<file path="src/rtl/lwac_pkg.sv">
`timescale 1ns / 1ps
`default_nettype none
// ---------------------------------------------------------------------------
// lwac_pkg - shared types and constants for the long wake-up alarm chainer
// holds the item and result structs, the item kind codes and the chunk alarm
// ---------------------------------------------------------------------------
package lwac_pkg;

    // item kind codes
    typedef enum logic {
        KIND_ARM   = 1'b0,
        KIND_EVENT = 1'b1
    } t_kind;

    // one chunk is 65536 s, armed as 18:12:16
    localparam logic [31:0] DATE_MASK_BIT = 32'h8000_0000;
    localparam logic [31:0] CHUNK_HMS     = 32'h0018_1216;
    localparam logic [31:0] CHUNK_WORD    = DATE_MASK_BIT | CHUNK_HMS;

    typedef struct packed {
        t_kind       kind;
        logic [31:0] timeout_seconds;
        logic        alarm_pending;
    } t_item;

    typedef struct packed {
        logic        program_alarm;
        logic [31:0] alarm_word;
        logic        restart_clock;
        logic        request_reset;
    } t_result;

endpackage
`default_nettype wire

</file>
<file path="src/rtl/lwac_ifs.sv">
`timescale 1ns / 1ps
`default_nettype none
// ---------------------------------------------------------------------------
// lwac_ifs - valid/ready channels of the long wake-up alarm chainer
// item channel in, result channel out
// ---------------------------------------------------------------------------
interface lwac_in_if;
    logic        valid;
    logic        ready;
    logic        kind;
    logic [31:0] timeout_seconds;
    logic        alarm_pending;

    modport source (output valid, output kind, output timeout_seconds,
                    output alarm_pending, input ready);
    modport sink   (input valid, input kind, input timeout_seconds,
                    input alarm_pending, output ready);
endinterface

interface lwac_out_if;
    logic        valid;
    logic        ready;
    logic        program_alarm;
    logic [31:0] alarm_word;
    logic        restart_clock;
    logic        request_reset;

    modport source (output valid, output program_alarm, output alarm_word,
                    output restart_clock, output request_reset, input ready);
    modport sink   (input valid, input program_alarm, input alarm_word,
                    input restart_clock, input request_reset, output ready);
endinterface
`default_nettype wire

</file>
<file path="src/rtl/lwac_bcd.sv">
`timescale 1ns / 1ps
`default_nettype none
// ---------------------------------------------------------------------------
// lwac_bcd - seconds to bcd hh:mm:ss alarm word
// splits a value under 65536 s into hours, minutes and seconds by reciprocal
// multiplication and packs them with the date mask bit
// ---------------------------------------------------------------------------
module lwac_bcd (
    input  wire logic [15:0] i_secs,
    output logic      [31:0] o_word
);
    import lwac_pkg::*;

    // x < 64: tens by (x * 13) >> 7, ones by subtraction
    function automatic logic [6:0] to_bcd(input logic [5:0] x);
        logic [9:0] prod;
        logic [2:0] tens;
        logic [3:0] ones;
        prod = 10'(x) * 10'd13;
        tens = prod[9:7];
        ones = 4'(x - 6'(tens) * 6'd10);
        return {tens, ones};
    endfunction

    logic [31:0] w_hprod;
    logic [4:0]  w_hours;
    logic [15:0] w_hsecs;
    logic [11:0] w_rem;
    logic [23:0] w_mprod;
    logic [5:0]  w_mins;
    logic [5:0]  w_secs;
    logic [6:0]  w_h_bcd;
    logic [6:0]  w_m_bcd;
    logic [6:0]  w_s_bcd;

    always_comb begin
        // /3600 as * 37283 >> 27, exact below 125203
        w_hprod = 32'(i_secs) * 32'd37283;
        w_hours = w_hprod[31:27];
        w_hsecs = 16'(w_hours) * 16'd3600;
        w_rem   = 12'(i_secs - w_hsecs);
        // /60 as * 2185 >> 17, exact below 4681
        w_mprod = 24'(w_rem) * 24'd2185;
        w_mins  = w_mprod[22:17];
        w_secs  = 6'(w_rem - 12'(w_mins) * 12'd60);
        w_h_bcd = to_bcd(6'(w_hours));
        w_m_bcd = to_bcd(w_mins);
        w_s_bcd = to_bcd(w_secs);
        o_word  = DATE_MASK_BIT
                | {10'd0, w_h_bcd[5:0], 1'b0, w_m_bcd, 1'b0, w_s_bcd};
    end

endmodule
`default_nettype wire

</file>
<file path="src/rtl/lwac_seq.sv">
`timescale 1ns / 1ps
`default_nettype none
// ---------------------------------------------------------------------------
// lwac_seq - chaining state and per-item decision
// keeps the remaining count, the final alarm word and the armed flag, and
// forms the result of the item held in the input register
// ---------------------------------------------------------------------------
module lwac_seq (
    input  wire logic              i_clk,
    input  wire logic              i_rst_n,
    input  wire logic              i_fire,
    input  wire lwac_pkg::t_item   i_item,
    output lwac_pkg::t_result      o_result
);
    import lwac_pkg::*;

    logic [31:0] r_secs_rem;
    logic [31:0] r_final_alarm;
    logic        r_armed;
    logic [31:0] n_secs_rem;
    logic [31:0] n_final_alarm;
    logic        n_armed;

    logic [31:0] w_bcd_word;
    logic        w_new_big;
    logic        w_rem_big;

    lwac_bcd u_bcd (
        .i_secs (i_item.timeout_seconds[15:0]),
        .o_word (w_bcd_word)
    );

    // a full chunk or more left
    assign w_new_big = |i_item.timeout_seconds[31:16];
    assign w_rem_big = |r_secs_rem[31:16];

    always_comb begin
        n_secs_rem    = r_secs_rem;
        n_final_alarm = r_final_alarm;
        n_armed       = r_armed;
        o_result      = '0;
        if (i_item.kind == KIND_ARM) begin
            if (i_item.timeout_seconds == 32'd0) begin
                n_armed    = 1'b0;
                n_secs_rem = 32'd0;
            end else begin
                n_final_alarm          = w_bcd_word;
                n_armed                = 1'b1;
                o_result.restart_clock = 1'b1;
                o_result.program_alarm = 1'b1;
                if (w_new_big) begin
                    o_result.alarm_word = CHUNK_WORD;
                    n_secs_rem = {i_item.timeout_seconds[31:16] - 16'd1,
                                  i_item.timeout_seconds[15:0]};
                end else begin
                    o_result.alarm_word = w_bcd_word;
                    n_secs_rem = 32'd0;
                end
            end
        end else if (r_armed && i_item.alarm_pending) begin
            if (r_secs_rem == 32'd0) begin
                o_result.request_reset = 1'b1;
                n_armed = 1'b0;
            end else begin
                o_result.restart_clock = 1'b1;
                if (w_rem_big) begin
                    // same chunk length, alarm word stays
                    n_secs_rem = {r_secs_rem[31:16] - 16'd1, r_secs_rem[15:0]};
                end else begin
                    o_result.program_alarm = 1'b1;
                    o_result.alarm_word    = r_final_alarm;
                    n_secs_rem = 32'd0;
                end
            end
        end
    end

    always_ff @(posedge i_clk) begin
        if (!i_rst_n) begin
            r_secs_rem    <= '0;
            r_final_alarm <= '0;
            r_armed       <= 1'b0;
        end else if (i_fire) begin
            r_secs_rem    <= n_secs_rem;
            r_final_alarm <= n_final_alarm;
            r_armed       <= n_armed;
        end
    end

    // nothing may be left to chain once disarmed
    a_disarmed_empty: assert property (@(posedge i_clk) disable iff (!i_rst_n)
        !r_armed |-> r_secs_rem == 32'd0)
        else $error("remaining count nonzero while disarmed");

    // an expiry disarms the block
    a_reset_disarms: assert property (@(posedge i_clk) disable iff (!i_rst_n)
        i_fire && o_result.request_reset |=> !r_armed)
        else $error("still armed after reset request");

    // an expiry programs nothing and restarts nothing
    a_reset_alone: assert property (@(posedge i_clk) disable iff (!i_rst_n)
        o_result.request_reset |-> !o_result.program_alarm && !o_result.restart_clock)
        else $error("reset request mixed with alarm actions");

    // a programmed word always masks the date
    a_word_masked: assert property (@(posedge i_clk) disable iff (!i_rst_n)
        i_fire && o_result.program_alarm && (r_armed || i_item.kind == KIND_ARM)
        |-> o_result.alarm_word[31])
        else $error("alarm word without date mask");

endmodule
`default_nettype wire

</file>
<file path="src/rtl/long_wakeup_alarm_chainer_top.sv">
`timescale 1ns / 1ps
`default_nettype none
// ---------------------------------------------------------------------------
// long_wakeup_alarm_chainer_top - long wake-up alarm chainer
// chains 65536 s alarms of 18:12:16 and one final bcd alarm to reach
// timeouts of up to 2^32 - 1 s, then asks for a system reset
// ---------------------------------------------------------------------------
//
//  channel | dir | payload                                          | handshake
//  --------+-----+--------------------------------------------------+----------
//  i_in    | in  | kind, timeout_seconds, alarm_pending             | valid/ready
//  o_out   | out | program_alarm, alarm_word, restart_clock,        | valid/ready
//          |     | request_reset                                    |
//
//  one result per item, held first in the input register, then in the result register
//  a new item can be taken every cycle while results are taken; the bcd split
//  of the final remainder (two reciprocal multiplies) sets the cycle time
//  reset: synchronous, active low; clears both stage valids and the state
//  a stalled result holds while the input register still takes one item
//
module long_wakeup_alarm_chainer_top (
    input  wire logic  i_clk,
    input  wire logic  i_rst_n,
    lwac_in_if.sink    i_in,
    lwac_out_if.source o_out
);
    import lwac_pkg::*;

    // input register
    logic    r_in_vld;
    t_item   r_item;
    // result register
    logic    r_out_vld;
    t_result r_result;

    logic    w_in_xfer;
    logic    w_adv;
    t_result w_result;

    // the held item moves on when the result register is free or drains now
    assign w_adv     = r_in_vld && (!r_out_vld || o_out.ready);
    assign i_in.ready = !r_in_vld || w_adv;
    assign w_in_xfer = i_in.valid && i_in.ready;

    // state update and result of the held item
    lwac_seq u_seq (
        .i_clk    (i_clk),
        .i_rst_n  (i_rst_n),
        .i_fire   (w_adv),
        .i_item   (r_item),
        .o_result (w_result)
    );

    // valids
    always_ff @(posedge i_clk) begin
        if (!i_rst_n) begin
            r_in_vld  <= 1'b0;
            r_out_vld <= 1'b0;
        end else begin
            r_in_vld  <= w_in_xfer || (r_in_vld && !w_adv);
            r_out_vld <= w_adv || (r_out_vld && !o_out.ready);
        end
    end

    // payload, no reset needed
    always_ff @(posedge i_clk) begin
        if (w_in_xfer) begin
            r_item.kind            <= t_kind'(i_in.kind);
            r_item.timeout_seconds <= i_in.timeout_seconds;
            r_item.alarm_pending   <= i_in.alarm_pending;
        end
        if (w_adv) begin
            r_result <= w_result;
        end
    end

    assign o_out.valid         = r_out_vld;
    assign o_out.program_alarm = r_result.program_alarm;
    assign o_out.alarm_word    = r_result.alarm_word;
    assign o_out.restart_clock = r_result.restart_clock;
    assign o_out.request_reset = r_result.request_reset;

    // a stalled result is never overwritten
    a_no_overwrite: assert property (@(posedge i_clk) disable iff (!i_rst_n)
        w_adv |-> !r_out_vld || o_out.ready)
        else $error("result register overwritten while stalled");

    // every moved item lands as a result
    a_adv_lands: assert property (@(posedge i_clk) disable iff (!i_rst_n)
        w_adv |=> r_out_vld)
        else $error("advanced item lost");

    // the input register is never refilled while its item is still held
    a_no_drop: assert property (@(posedge i_clk) disable iff (!i_rst_n)
        w_in_xfer |-> !r_in_vld || w_adv)
        else $error("held item dropped");

endmodule
`default_nettype wire

</file>
<file path="src/flat_wrapper.sv">
// flat-port wrapper written by rule: the top's interface ports become plain ports
module long_wakeup_alarm_chainer_top_flat import lwac_pkg::*;
  (i_clk, i_rst_n, i_in_valid, i_in_kind, i_in_timeout_seconds, i_in_alarm_pending, i_in_ready, o_out_valid, o_out_program_alarm, o_out_alarm_word, o_out_restart_clock, o_out_request_reset, o_out_ready);
  lwac_in_if i_in_i ();
  lwac_out_if o_out_i ();
  input  wire logic i_clk;
  input  wire logic i_rst_n;
  input wire logic [$bits(i_in_i.valid)-1:0] i_in_valid;
  input wire logic [$bits(i_in_i.kind)-1:0] i_in_kind;
  input wire logic [$bits(i_in_i.timeout_seconds)-1:0] i_in_timeout_seconds;
  input wire logic [$bits(i_in_i.alarm_pending)-1:0] i_in_alarm_pending;
  output wire logic [$bits(i_in_i.ready)-1:0] i_in_ready;
  output wire logic [$bits(o_out_i.valid)-1:0] o_out_valid;
  output wire logic [$bits(o_out_i.program_alarm)-1:0] o_out_program_alarm;
  output wire logic [$bits(o_out_i.alarm_word)-1:0] o_out_alarm_word;
  output wire logic [$bits(o_out_i.restart_clock)-1:0] o_out_restart_clock;
  output wire logic [$bits(o_out_i.request_reset)-1:0] o_out_request_reset;
  input wire logic [$bits(o_out_i.ready)-1:0] o_out_ready;
  assign i_in_i.valid = i_in_valid;
  assign i_in_i.kind = i_in_kind;
  assign i_in_i.timeout_seconds = i_in_timeout_seconds;
  assign i_in_i.alarm_pending = i_in_alarm_pending;
  assign i_in_ready = i_in_i.ready;
  assign o_out_valid = o_out_i.valid;
  assign o_out_program_alarm = o_out_i.program_alarm;
  assign o_out_alarm_word = o_out_i.alarm_word;
  assign o_out_restart_clock = o_out_i.restart_clock;
  assign o_out_request_reset = o_out_i.request_reset;
  assign o_out_i.ready = o_out_ready;
  long_wakeup_alarm_chainer_top u_core (.i_clk(i_clk), .i_rst_n(i_rst_n), .i_in(i_in_i), .o_out(o_out_i));
endmodule
</file>
<file path="config.mk">
export PLATFORM = sky130hd
export DESIGN_NAME = long_wakeup_alarm_chainer_top_flat
export DESIGN_NICKNAME = d
export VERILOG_FILES = /design/src/rtl/lwac_pkg.sv /design/src/rtl/lwac_ifs.sv /design/src/rtl/lwac_bcd.sv /design/src/rtl/lwac_seq.sv /design/src/rtl/long_wakeup_alarm_chainer_top.sv /design/src/flat_wrapper.sv
export SDC_FILE = /design/constraint.sdc
export NUM_CORES = 1
export LEC_CHECK = 0
export BUFFER_PORTS_ARGS = -buffer_cell sky130_fd_sc_hd__buf_2
export CORE_MARGIN = 3
export CORE_UTILIZATION = 32
export CTS_CLUSTER_DIAMETER = 80
export DETAILED_ROUTE_END_ITERATION = 16
export PLACE_DENSITY = 0.48
export SLEW_MARGIN = 30
export SYNTH_ARGS = -nofsm -noshare
export SYNTH_HDL_FRONTEND = slang
export SYNTH_SLANG_ARGS = --single-unit
</file>
<file path="constraint.sdc">
create_clock -name i_clk -period 20 [get_ports i_clk]
set_input_delay 1 -clock i_clk [delete_from_list [all_inputs] [get_ports i_clk]]
set_output_delay 1 -clock i_clk [all_outputs]
set_load 0.03 [all_outputs]
</file>
==> results_dict.tcl, run 1 <==
set metrics [dict create \
    status "finished clean" \
    finalSetupViolations 0 \
    numPortBuffers 63 \
    fin_crit_ns 14.84 \
    cpMaxStageDelayCell "edfxtp_1" \
    vias 8598 \
    synth_area_um2 11900 \
    holdCritPathClass "reg -> reg" \
    die_height_um 199 \
    cts_made_buffers 17 \
    dp_cells 1719 \
    cts_buffer_depth 2 \
    finalWirelength_mm 27.4 \
    ctsResizeCount 0 \
    die_area_um2 39600 \
    hold_buffers 0 \
    synth_ff_type "edfxtp_1" \
    synth_edf_count 58 \
    cts.clk_slew.worst_paths_ns 0.06 \
    clkLatencyLatePin_ns 0.42 \
    worstPathArrival_ns 15.00 \
    syn_to_final_growth_pct 12.5 \
    ys_seq_area_share_pct 24.0 \
    via_per_inst 4.91 \
    cp.required_ns 20.16 \
    num_rows 70 \
    dp_hpwl_mm 21.7 \
    grt_pass1_vias 8726 \
    cp-start-kind "register" \
    fin_crit_sh_pct 74.2 \
    drive_gt1_share_pct 10.4 \
    ys_warn_count 0 \
    slew_violations 0 \
    grt_pass1_wl_mm 45.1 \
    place_congestion 0.820 \
    rsz0062_at_grt "false" \
    grt_max_degree 62 \
    cp_common_cell "ha_1" \
    slew_headroom_pct 40.5 \
    root_buffer "clkbuf_16" \
    antenna_found_initial 0 \
    path_class "reg -> reg" \
    setup_tns_ns 0 \
    tightest_slew_ns 0.887 \
    coreArea_um2 36600 \
    start_util_pct 32.5 \
    synth_cells 1204 \
    crit_fanout 14 \
    synth-seq-cells 114 \
    grt-ovfl-total 0 \
    slowest_delay_ns 0.85 \
    diodes 0 \
    htree_levels 4 \
    clkSinkCount 114 \
    dr.pass1.iters 4 \
    finalNetCount 1643 \
    cts_setup_buffers 0 \
    drt_iter0_markers 381 \
    drc_errors 0 \
    final_cell_mix "ha_1, inv_1, nand2_1" \
    post_synth_num_cell_types 74 \
    hold_violations 0 \
    cts_tree "done" \
    die_x_um 199 \
    pin_count 75 \
    drv_cap 0 \
    async_flop_share_pct 0 \
    avgSynthCellArea_um2 9.89 \
    final_cells 1751 \
    track_usage_pct 14.3 \
    wire_per_inst_um 15.6 \
    finalClockSkew_ns 0.0128 \
    antenna_left 0 \
    final_common_cell "ha_1" \
    endpoint_kind "register" \
    max_freq_mhz 67.4 \
]
state kept, by name, indices dropped and copies added (netlist names):
signal and cells:
u_core.r_item 34, u_core.u_seq.r_secs_rem 32, u_core.o_out.alarm_word 21, u_core.u_seq.r_final_alarm 21
u_core.o_out.program_alarm 1, u_core.o_out.request_reset 1, u_core.o_out.restart_clock 1, u_core.o_out.valid 1
u_core.r_in_vld 1, u_core.u_seq.r_armed 1
cell usage after synthesis (8+ instances only):
cell      instances  area share (%)
clkbuf_1         19            0.60
fa_1             64              11
buf_4            12            0.76
a21boi_0         21             1.3
inv_1           172             5.4
nor3_1           16            0.67
xnor2_1          40             2.9
a21oi_1          27             1.1
o21ai_0          47             2.0
edfxtp_1         58              15
a22o_1            8            0.59
ha_1            271              28
a21o_1           14            0.88
a21boi_1         10            0.63
nor4_1           11            0.58
nor2b_1          19             1.0
nor2_1           37             1.2
nand3_2          11            0.92
nand2_1          83             2.6
dfxtp_1          56             9.4
nand2b_1          8            0.42
xor2_1           18             1.3
a22oi_1          14            0.88
nand3_1          21            0.88
nand4_1          10            0.53
worst max-delay path, delay by kind of cell (launching register included):
family,cells,cell delay [ns]
AO/OA/AOI/OAI,14,2.91
XOR/XNOR,10,2.37
adder cells (fa/ha/maj),18,6.58
buffers and inverters,8,0.71
flip-flops,1,0.85
AND/OR/NAND/NOR,9,1.12
worst paths after layout:
check	start	endpoint	slack [ns]	depth (start not counted)
worst max-delay path	u_core.r_item[7]	u_core.o_out.alarm_word[3]	5.16	59
worst min register to register	u_core.u_seq.r_final_alarm[19]	u_core.u_seq.r_final_alarm[19]	0.45	2
worst max register to register	u_core.r_item[7]	u_core.o_out.alarm_word[3]	5.16	59
worst min-delay path	u_core.u_seq.r_final_alarm[19]	u_core.u_seq.r_final_alarm[19]	0.45	2
cell type report:
class,count,area (um2)
fill,3727,23200
multi-input combinational,891,8250
sequential,114,2860
inverter,172,646
tap,468,586
clock buffer,21,450
timing repair buffer,74,400
clock inverter,11,209
cell families after synthesis:
group / count (synthesis) / share of synthesized area, %
adder cells (fa/ha/maj): 337 / 39.4
multiplexers: 3 / 0.252
AO/OA/AOI/OAI: 221 / 13.1
flip-flops: 114 / 24.0
other: 1 / 0.0315
buffers and inverters: 209 / 7.13
XOR/XNOR: 60 / 4.64
AND/OR/NAND/NOR: 259 / 11.4
metrics by stage:
step | setup WS [ns] | hold WS, ns | area, um2 | util [%]
after floorplan | 6.74 | 0.430 | 11900 | -
after global placement | 5.25 | 0.439 | 12700 | 34.8
after detailed placement | 5.10 | 0.445 | 12700 | 34.8
after CTS | 5.06 | 0.452 | 13400 | 36.6
after global routing | 4.05 | 0.481 | 13400 | 36.6
final | 5.16 | 0.450 | 13400 | 36.6
routing by layer:
metal	share of wire (%)	GRT usage, %
met4	1.1	2.94
met1	51	20.2
met2	45	23.7
met3	2.6	1.95
met5	0	0
Power of run 1 is not shown: default switching activity piles up to over one toggle a cycle in this logic, so the estimate is an artifact.
==> run 2, diff against run 1 <==
--- a/config.mk
+++ b/config.mk
@@ -10,7 +10,7 @@
 export CORE_UTILIZATION = 32
 export CTS_CLUSTER_DIAMETER = 80
 export DETAILED_ROUTE_END_ITERATION = 16
-export PLACE_DENSITY = 0.48
+export PLACE_DENSITY = 0.5
 export SLEW_MARGIN = 30
 export SYNTH_ARGS = -nofsm -noshare
 export SYNTH_HDL_FRONTEND = slang
==> constraint.sdc (replaced) <==
create_clock -name i_clk -period 12.4 [get_ports i_clk]
set_input_delay 0.62 -clock i_clk [delete_from_list [all_inputs] [get_ports i_clk]]
set_output_delay 0.62 -clock i_clk [all_outputs]
set_load 0.03 [all_outputs]
==> run 2 against run 1 <==
Effect of this change: the flow now finishes with violations (negative setup slack); via count increased by 11%; cell count rose by 12%; final area is 20% higher; register-to-register slack worse by 5.3 ns; critical path depth is 19 higher; first-iteration DRC count increased by 13%; critical path type unchanged; maximum frequency increased by 18%; clock skew is 0.0042 ns lower; utilization rose by 7.2 points; global-route usage is 1.8 points higher; non-clock buffer count rose by 209; hold slack lost 0.079 ns.
==> results_dict.tcl, run 2 (synthesized netlist as in run 1, its figures left out) <==
set metrics [dict create \
    status "complete, but fails checks" \
    violations "negative setup slack" \
    holdCritPathClass "in -> reg" \
    drc_errors 0 \
    grt_max_degree 62 \
    path_class "reg -> reg" \
    diodes 0 \
    drive_gt1_share_pct 32.3 \
    grt_pass1_wl_mm 50.5 \
    die_x_um 199 \
    cts_buffer_depth 2 \
    top_register "u_core.r_item" \
    largest_reg_flops 34 \
    finalWirelength_mm 32.2 \
    syn_to_final_growth_pct 34.7 \
    final_common_cell "ha_1" \
    grt-ovfl-total 0 \
    htree_levels 4 \
    antenna_found_initial 0 \
    wire_per_inst_um 16.4 \
    die_height_um 199 \
    cp_common_cell "buf_4" \
    rsz0062_at_grt "true" \
    tightest_slew_ns 0.739 \
    numPortBuffers 63 \
    finalClockSkew_ns 0.00861 \
    cp-start-kind "register" \
    dpl_worst_slack_ns -0.426 \
    clkLatencyLatePin_ns 0.42 \
    start_util_pct 32.5 \
    cp.required_ns 12.57 \
    timing.final.ws_setup_ns -0.138 \
    slew_headroom_pct 50.6 \
    slowest_delay_ns 0.47 \
    hold_ws_ns 0.370 \
    pin_count 75 \
    slew_violations 0 \
    worstPathArrival_ns 12.71 \
    die_area_um2 39600 \
    max_freq_mhz 79.8 \
    vias 9526 \
    hold_violations 0 \
    endpoint_kind "register" \
    track_usage_pct 16.2 \
    hold_buffers 0 \
    final_cell_mix "ha_1, buf_4, inv_1" \
    root_buffer "clkbuf_16" \
    coreArea_um2 36600 \
    reg_top3 "u_core.r_item (34), u_core.u_seq.r_secs_rem (32)" \
    num_rows 70 \
    cts_tree "done" \
    crit_family "buffers and inverters" \
    cts_made_buffers 17 \
    antenna_left 0 \
    fin_crit_sh_pct 101 \
    place_congestion 0.811 \
    cts.clk_slew.worst_paths_ns 0.06 \
    dp_hpwl_mm 24.8 \
    fin_crit_ns 12.54 \
    crit_fanout 4 \
    grt_pass1_vias 9632 \
    finalSetupViolations 3 \
    drt_iter0_markers 430 \
    cpMaxStageDelayCell "fa_1" \
    dr.pass1.iters 5 \
    crit_buf_inv 39 \
    finalNetCount 1852 \
    via_per_inst 4.86 \
    drv_cap 0 \
    clkSinkCount 114 \
]
==> run 2: changes by cell type in the layout (fill, tap and decap cells not counted), moves of 12 or more <==
cell / previous run / this run
buf_4: 12 / 206
ha_1: 271 / 212
ha_4: 0 / 51
inv_2: 0 / 20
inv_1: 171 / 152
buf_6: 0 / 15
o21ai_0: 47 / 35
==> run 2: area by class of cell <==
class / count / area [um2]
fillers: 3469 / 20600
multi-input cells: 891 / 9320
flip-flops and latches: 114 / 2860
repair buffers: 283 / 2030
inverters: 172 / 646
well taps: 468 / 586
clock buffers: 18 / 429
clock inverters: 14 / 165
==> run 2: final timing paths <==
path / startpoint / to / slack (ns) / depth (start not counted)
max: u_core.r_item[5] / u_core.o_out.alarm_word[3] / -0.14 / 78
min: i_in_timeout_seconds[5] / u_core.r_item[6] / 0.37 / 1
max reg2reg: u_core.r_item[5] / u_core.o_out.alarm_word[3] / -0.14 / 78
min reg2reg: u_core.u_seq.r_secs_rem[11] / u_core.u_seq.r_secs_rem[11] / 0.45 / 2
==> run 2: stage by stage <==
stage / instances / TNS [ns] / util (%) / cell area (um2)
finish: 1960 / -0.250 / 43.8 / 16000
global route: 1960 / -3.47 / 43.8 / 16000
CTS: 1940 / -0.155 / 41.8 / 15300
global placement: 1855 / -0.984 / 38.2 / 14000
detailed placement: 1855 / -1.50 / 38.2 / 14000
floorplan: 1214 / 0 / - / 12200
==> run 2: repair_timing <==
action	4_1_cts	5_1_grt
cloned	0	0
gates resized for setup	36	107
pin swaps	36	81
setup endpoints to repair	5	23
buffers inserted	53	24
==> run 2: routing by layer <==
layer  global-route usage [%]  vias up  share of wire [%]
met4                     4.40        0                2.2
met5                        0        -                  0
met1                     22.7     4550                 48
met2                     26.3      166                 47
li1                         -     4764                  -
met3                     2.10       46                2.9
Power of run 2 is left out for the same reason.
==> run 3, diff against run 2 <==
--- a/config.mk
+++ b/config.mk
@@ -6,11 +6,14 @@
 export NUM_CORES = 1
 export LEC_CHECK = 0
 export BUFFER_PORTS_ARGS = -buffer_cell sky130_fd_sc_hd__buf_2
+export CELL_PAD_IN_SITES_DETAIL_PLACEMENT = 0
+export CELL_PAD_IN_SITES_GLOBAL_PLACEMENT = 1
 export CORE_MARGIN = 3
 export CORE_UTILIZATION = 32
 export CTS_CLUSTER_DIAMETER = 80
 export DETAILED_ROUTE_END_ITERATION = 16
-export PLACE_DENSITY = 0.5
+export MAX_ROUTING_LAYER = met4
+export PLACE_DENSITY = 0.6
 export SLEW_MARGIN = 30
 export SYNTH_ARGS = -nofsm -noshare
 export SYNTH_HDL_FRONTEND = slang
==> run 3 against run 2 <==
Effect of this change: sequential share of layout area up 0.14 points; clock skew up 0.0052 ns; hold slack worse by 0.011 ns; register-to-register slack worse by 0.04 ns; the run still ends with negative setup slack left; maximum frequency down 0.28%; final area down 0.80%; clock-buffer cell count down 1; global-route usage up 0.63 points; sequential cell count unchanged; via count down 2.1%.
==> results_dict.tcl, run 3 (synthesized netlist as in run 1, its figures left out) <==
set metrics [dict create \
    final_common_cell "ha_1" \
    place_congestion 0.862 \
    status "complete, but fails checks" \
    via_per_inst 4.81 \
    drv_cap 0 \
    cts_tree "done" \
    tightest_slew_ns 0.877 \
    numPortBuffers 63 \
    drt_iter0_markers 338 \
    hold_buffers 0 \
    root_buffer "clkbuf_16" \
    crit_family "adder cells" \
    start_util_pct 32.5 \
    slew_violations 0 \
    cp_common_cell "ha_4" \
    fin_crit_ns 12.57 \
    vias 9330 \
    die_height_um 199 \
    crit_buf_inv 8 \
    fin_crit_sh_pct 101 \
    antenna_found_initial 1 \
    num_rows 70 \
    holdCritPathClass "in -> reg" \
    die_x_um 199 \
    timing.final.ws_setup_ns -0.174 \
    grt-ovfl-total 0 \
    dr.pass1.iters 4 \
    wire_per_inst_um 16.2 \
    slew_headroom_pct 41.2 \
    drive_gt1_share_pct 32.2 \
    hold_ws_ns 0.359 \
    dp_hpwl_mm 24.8 \
    violations "negative setup slack" \
    cp.required_ns 12.58 \
    cp-start-kind "register" \
    grt_pass1_wl_mm 50.5 \
    worstPathArrival_ns 12.76 \
    antenna_left 0 \
    finalNetCount 1832 \
    finalClockSkew_ns 0.0138 \
    hold_violations 0 \
    cts_made_buffers 17 \
    clkLatencyLatePin_ns 0.43 \
    slowest_delay_ns 0.58 \
    crit_fanout 3 \
    largest_reg_flops 34 \
    coreArea_um2 36600 \
    die_area_um2 39600 \
    path_class "reg -> reg" \
    top_register "u_core.r_item" \
    grt_max_degree 62 \
    cpMaxStageDelayCell "fa_1" \
    drc_errors 0 \
    diodes 0 \
    clkSinkCount 114 \
    track_usage_pct 16.8 \
    rsz0062_at_grt "true" \
    htree_levels 4 \
    pin_count 75 \
    endpoint_kind "register" \
    grt_pass1_vias 9646 \
    cts.clk_slew.worst_paths_ns 0.06 \
    max_freq_mhz 79.5 \
    reg_top3 "u_core.r_item (34), u_core.u_seq.r_secs_rem (32)" \
    final_cell_mix "ha_1, buf_4, inv_1" \
    finalWirelength_mm 31.4 \
    syn_to_final_growth_pct 33.6 \
    finalSetupViolations 3 \
    cts_buffer_depth 2 \
]
[run 3: cell type report]
type / instances / area, um2
repair buffers: 263 / 1860
clock inverters: 15 / 171
fillers: 3540 / 20700
inverters: 172 / 648
flip-flops and latches: 114 / 2860
multi-input cells: 891 / 9360
clock buffers: 17 / 425
well taps: 468 / 586
[run 3: what timing repair did]
| action | 4_1_cts | 5_1_grt |
|---|---|---|
| pin swaps | 60 | 76 |
| gates cloned | 0 | 0 |
| setup endpoints to repair | 12 | 17 |
| gates resized for setup | 55 | 99 |
| buffers inserted | 30 | 20 |
[run 3: worst paths after layout]
| kind | startpoint | endpoint | slack (ns) | cells past startpoint |
|---|---|---|---|---|
| setup / recovery | u_core.r_item[9] | u_core.o_out.alarm_word[3] | -0.17 | 58 |
| hold / removal | i_in_timeout_seconds[24] | u_core.r_item[25] | 0.36 | 1 |
| setup reg to reg | u_core.r_item[9] | u_core.o_out.alarm_word[3] | -0.17 | 58 |
| hold reg to reg | u_core.u_seq.r_secs_rem[11] | u_core.u_seq.r_secs_rem[11] | 0.45 | 2 |
[run 3: routing by layer]
layer  track usage, %  wire (um)  vias to the layer above
met5                -          0                        -
met4             3.57        284                        0
met3             2.12        812                       23
met2             28.1      15300                      122
met1             21.9      15000                     4470
li1                 -          -                     4715
[run 3: through the flow]
stage | setup TNS (ns) | std cells | setup WS, ns | instance area, um2 | utilization, %
CTS | -0.310 | 1920 | -0.170 | 15100 | 41.3
floorplan | 0 | 1214 | 0.00856 | 12200 | -
global route | -2.95 | 1940 | -0.631 | 15900 | 43.5
detailed placement | -2.78 | 1860 | -0.644 | 14000 | 38.3
global placement | -2.00 | 1860 | -0.549 | 14000 | 38.3
finish | -0.300 | 1940 | -0.174 | 15900 | 43.5
[run 3: worst reg2reg max path: cells and delay by family (launching register included)]
kind / cells / cell delay (ns)
flip-flops: 1 / 0.49
adder cells (fa/ha/maj): 21 / 6.34
buffers and inverters: 8 / 0.83
XOR/XNOR: 9 / 1.48
AO/OA/AOI/OAI: 13 / 2.18
AND/OR/NAND/NOR: 7 / 1.03
Power of run 3 is left out for the same reason.
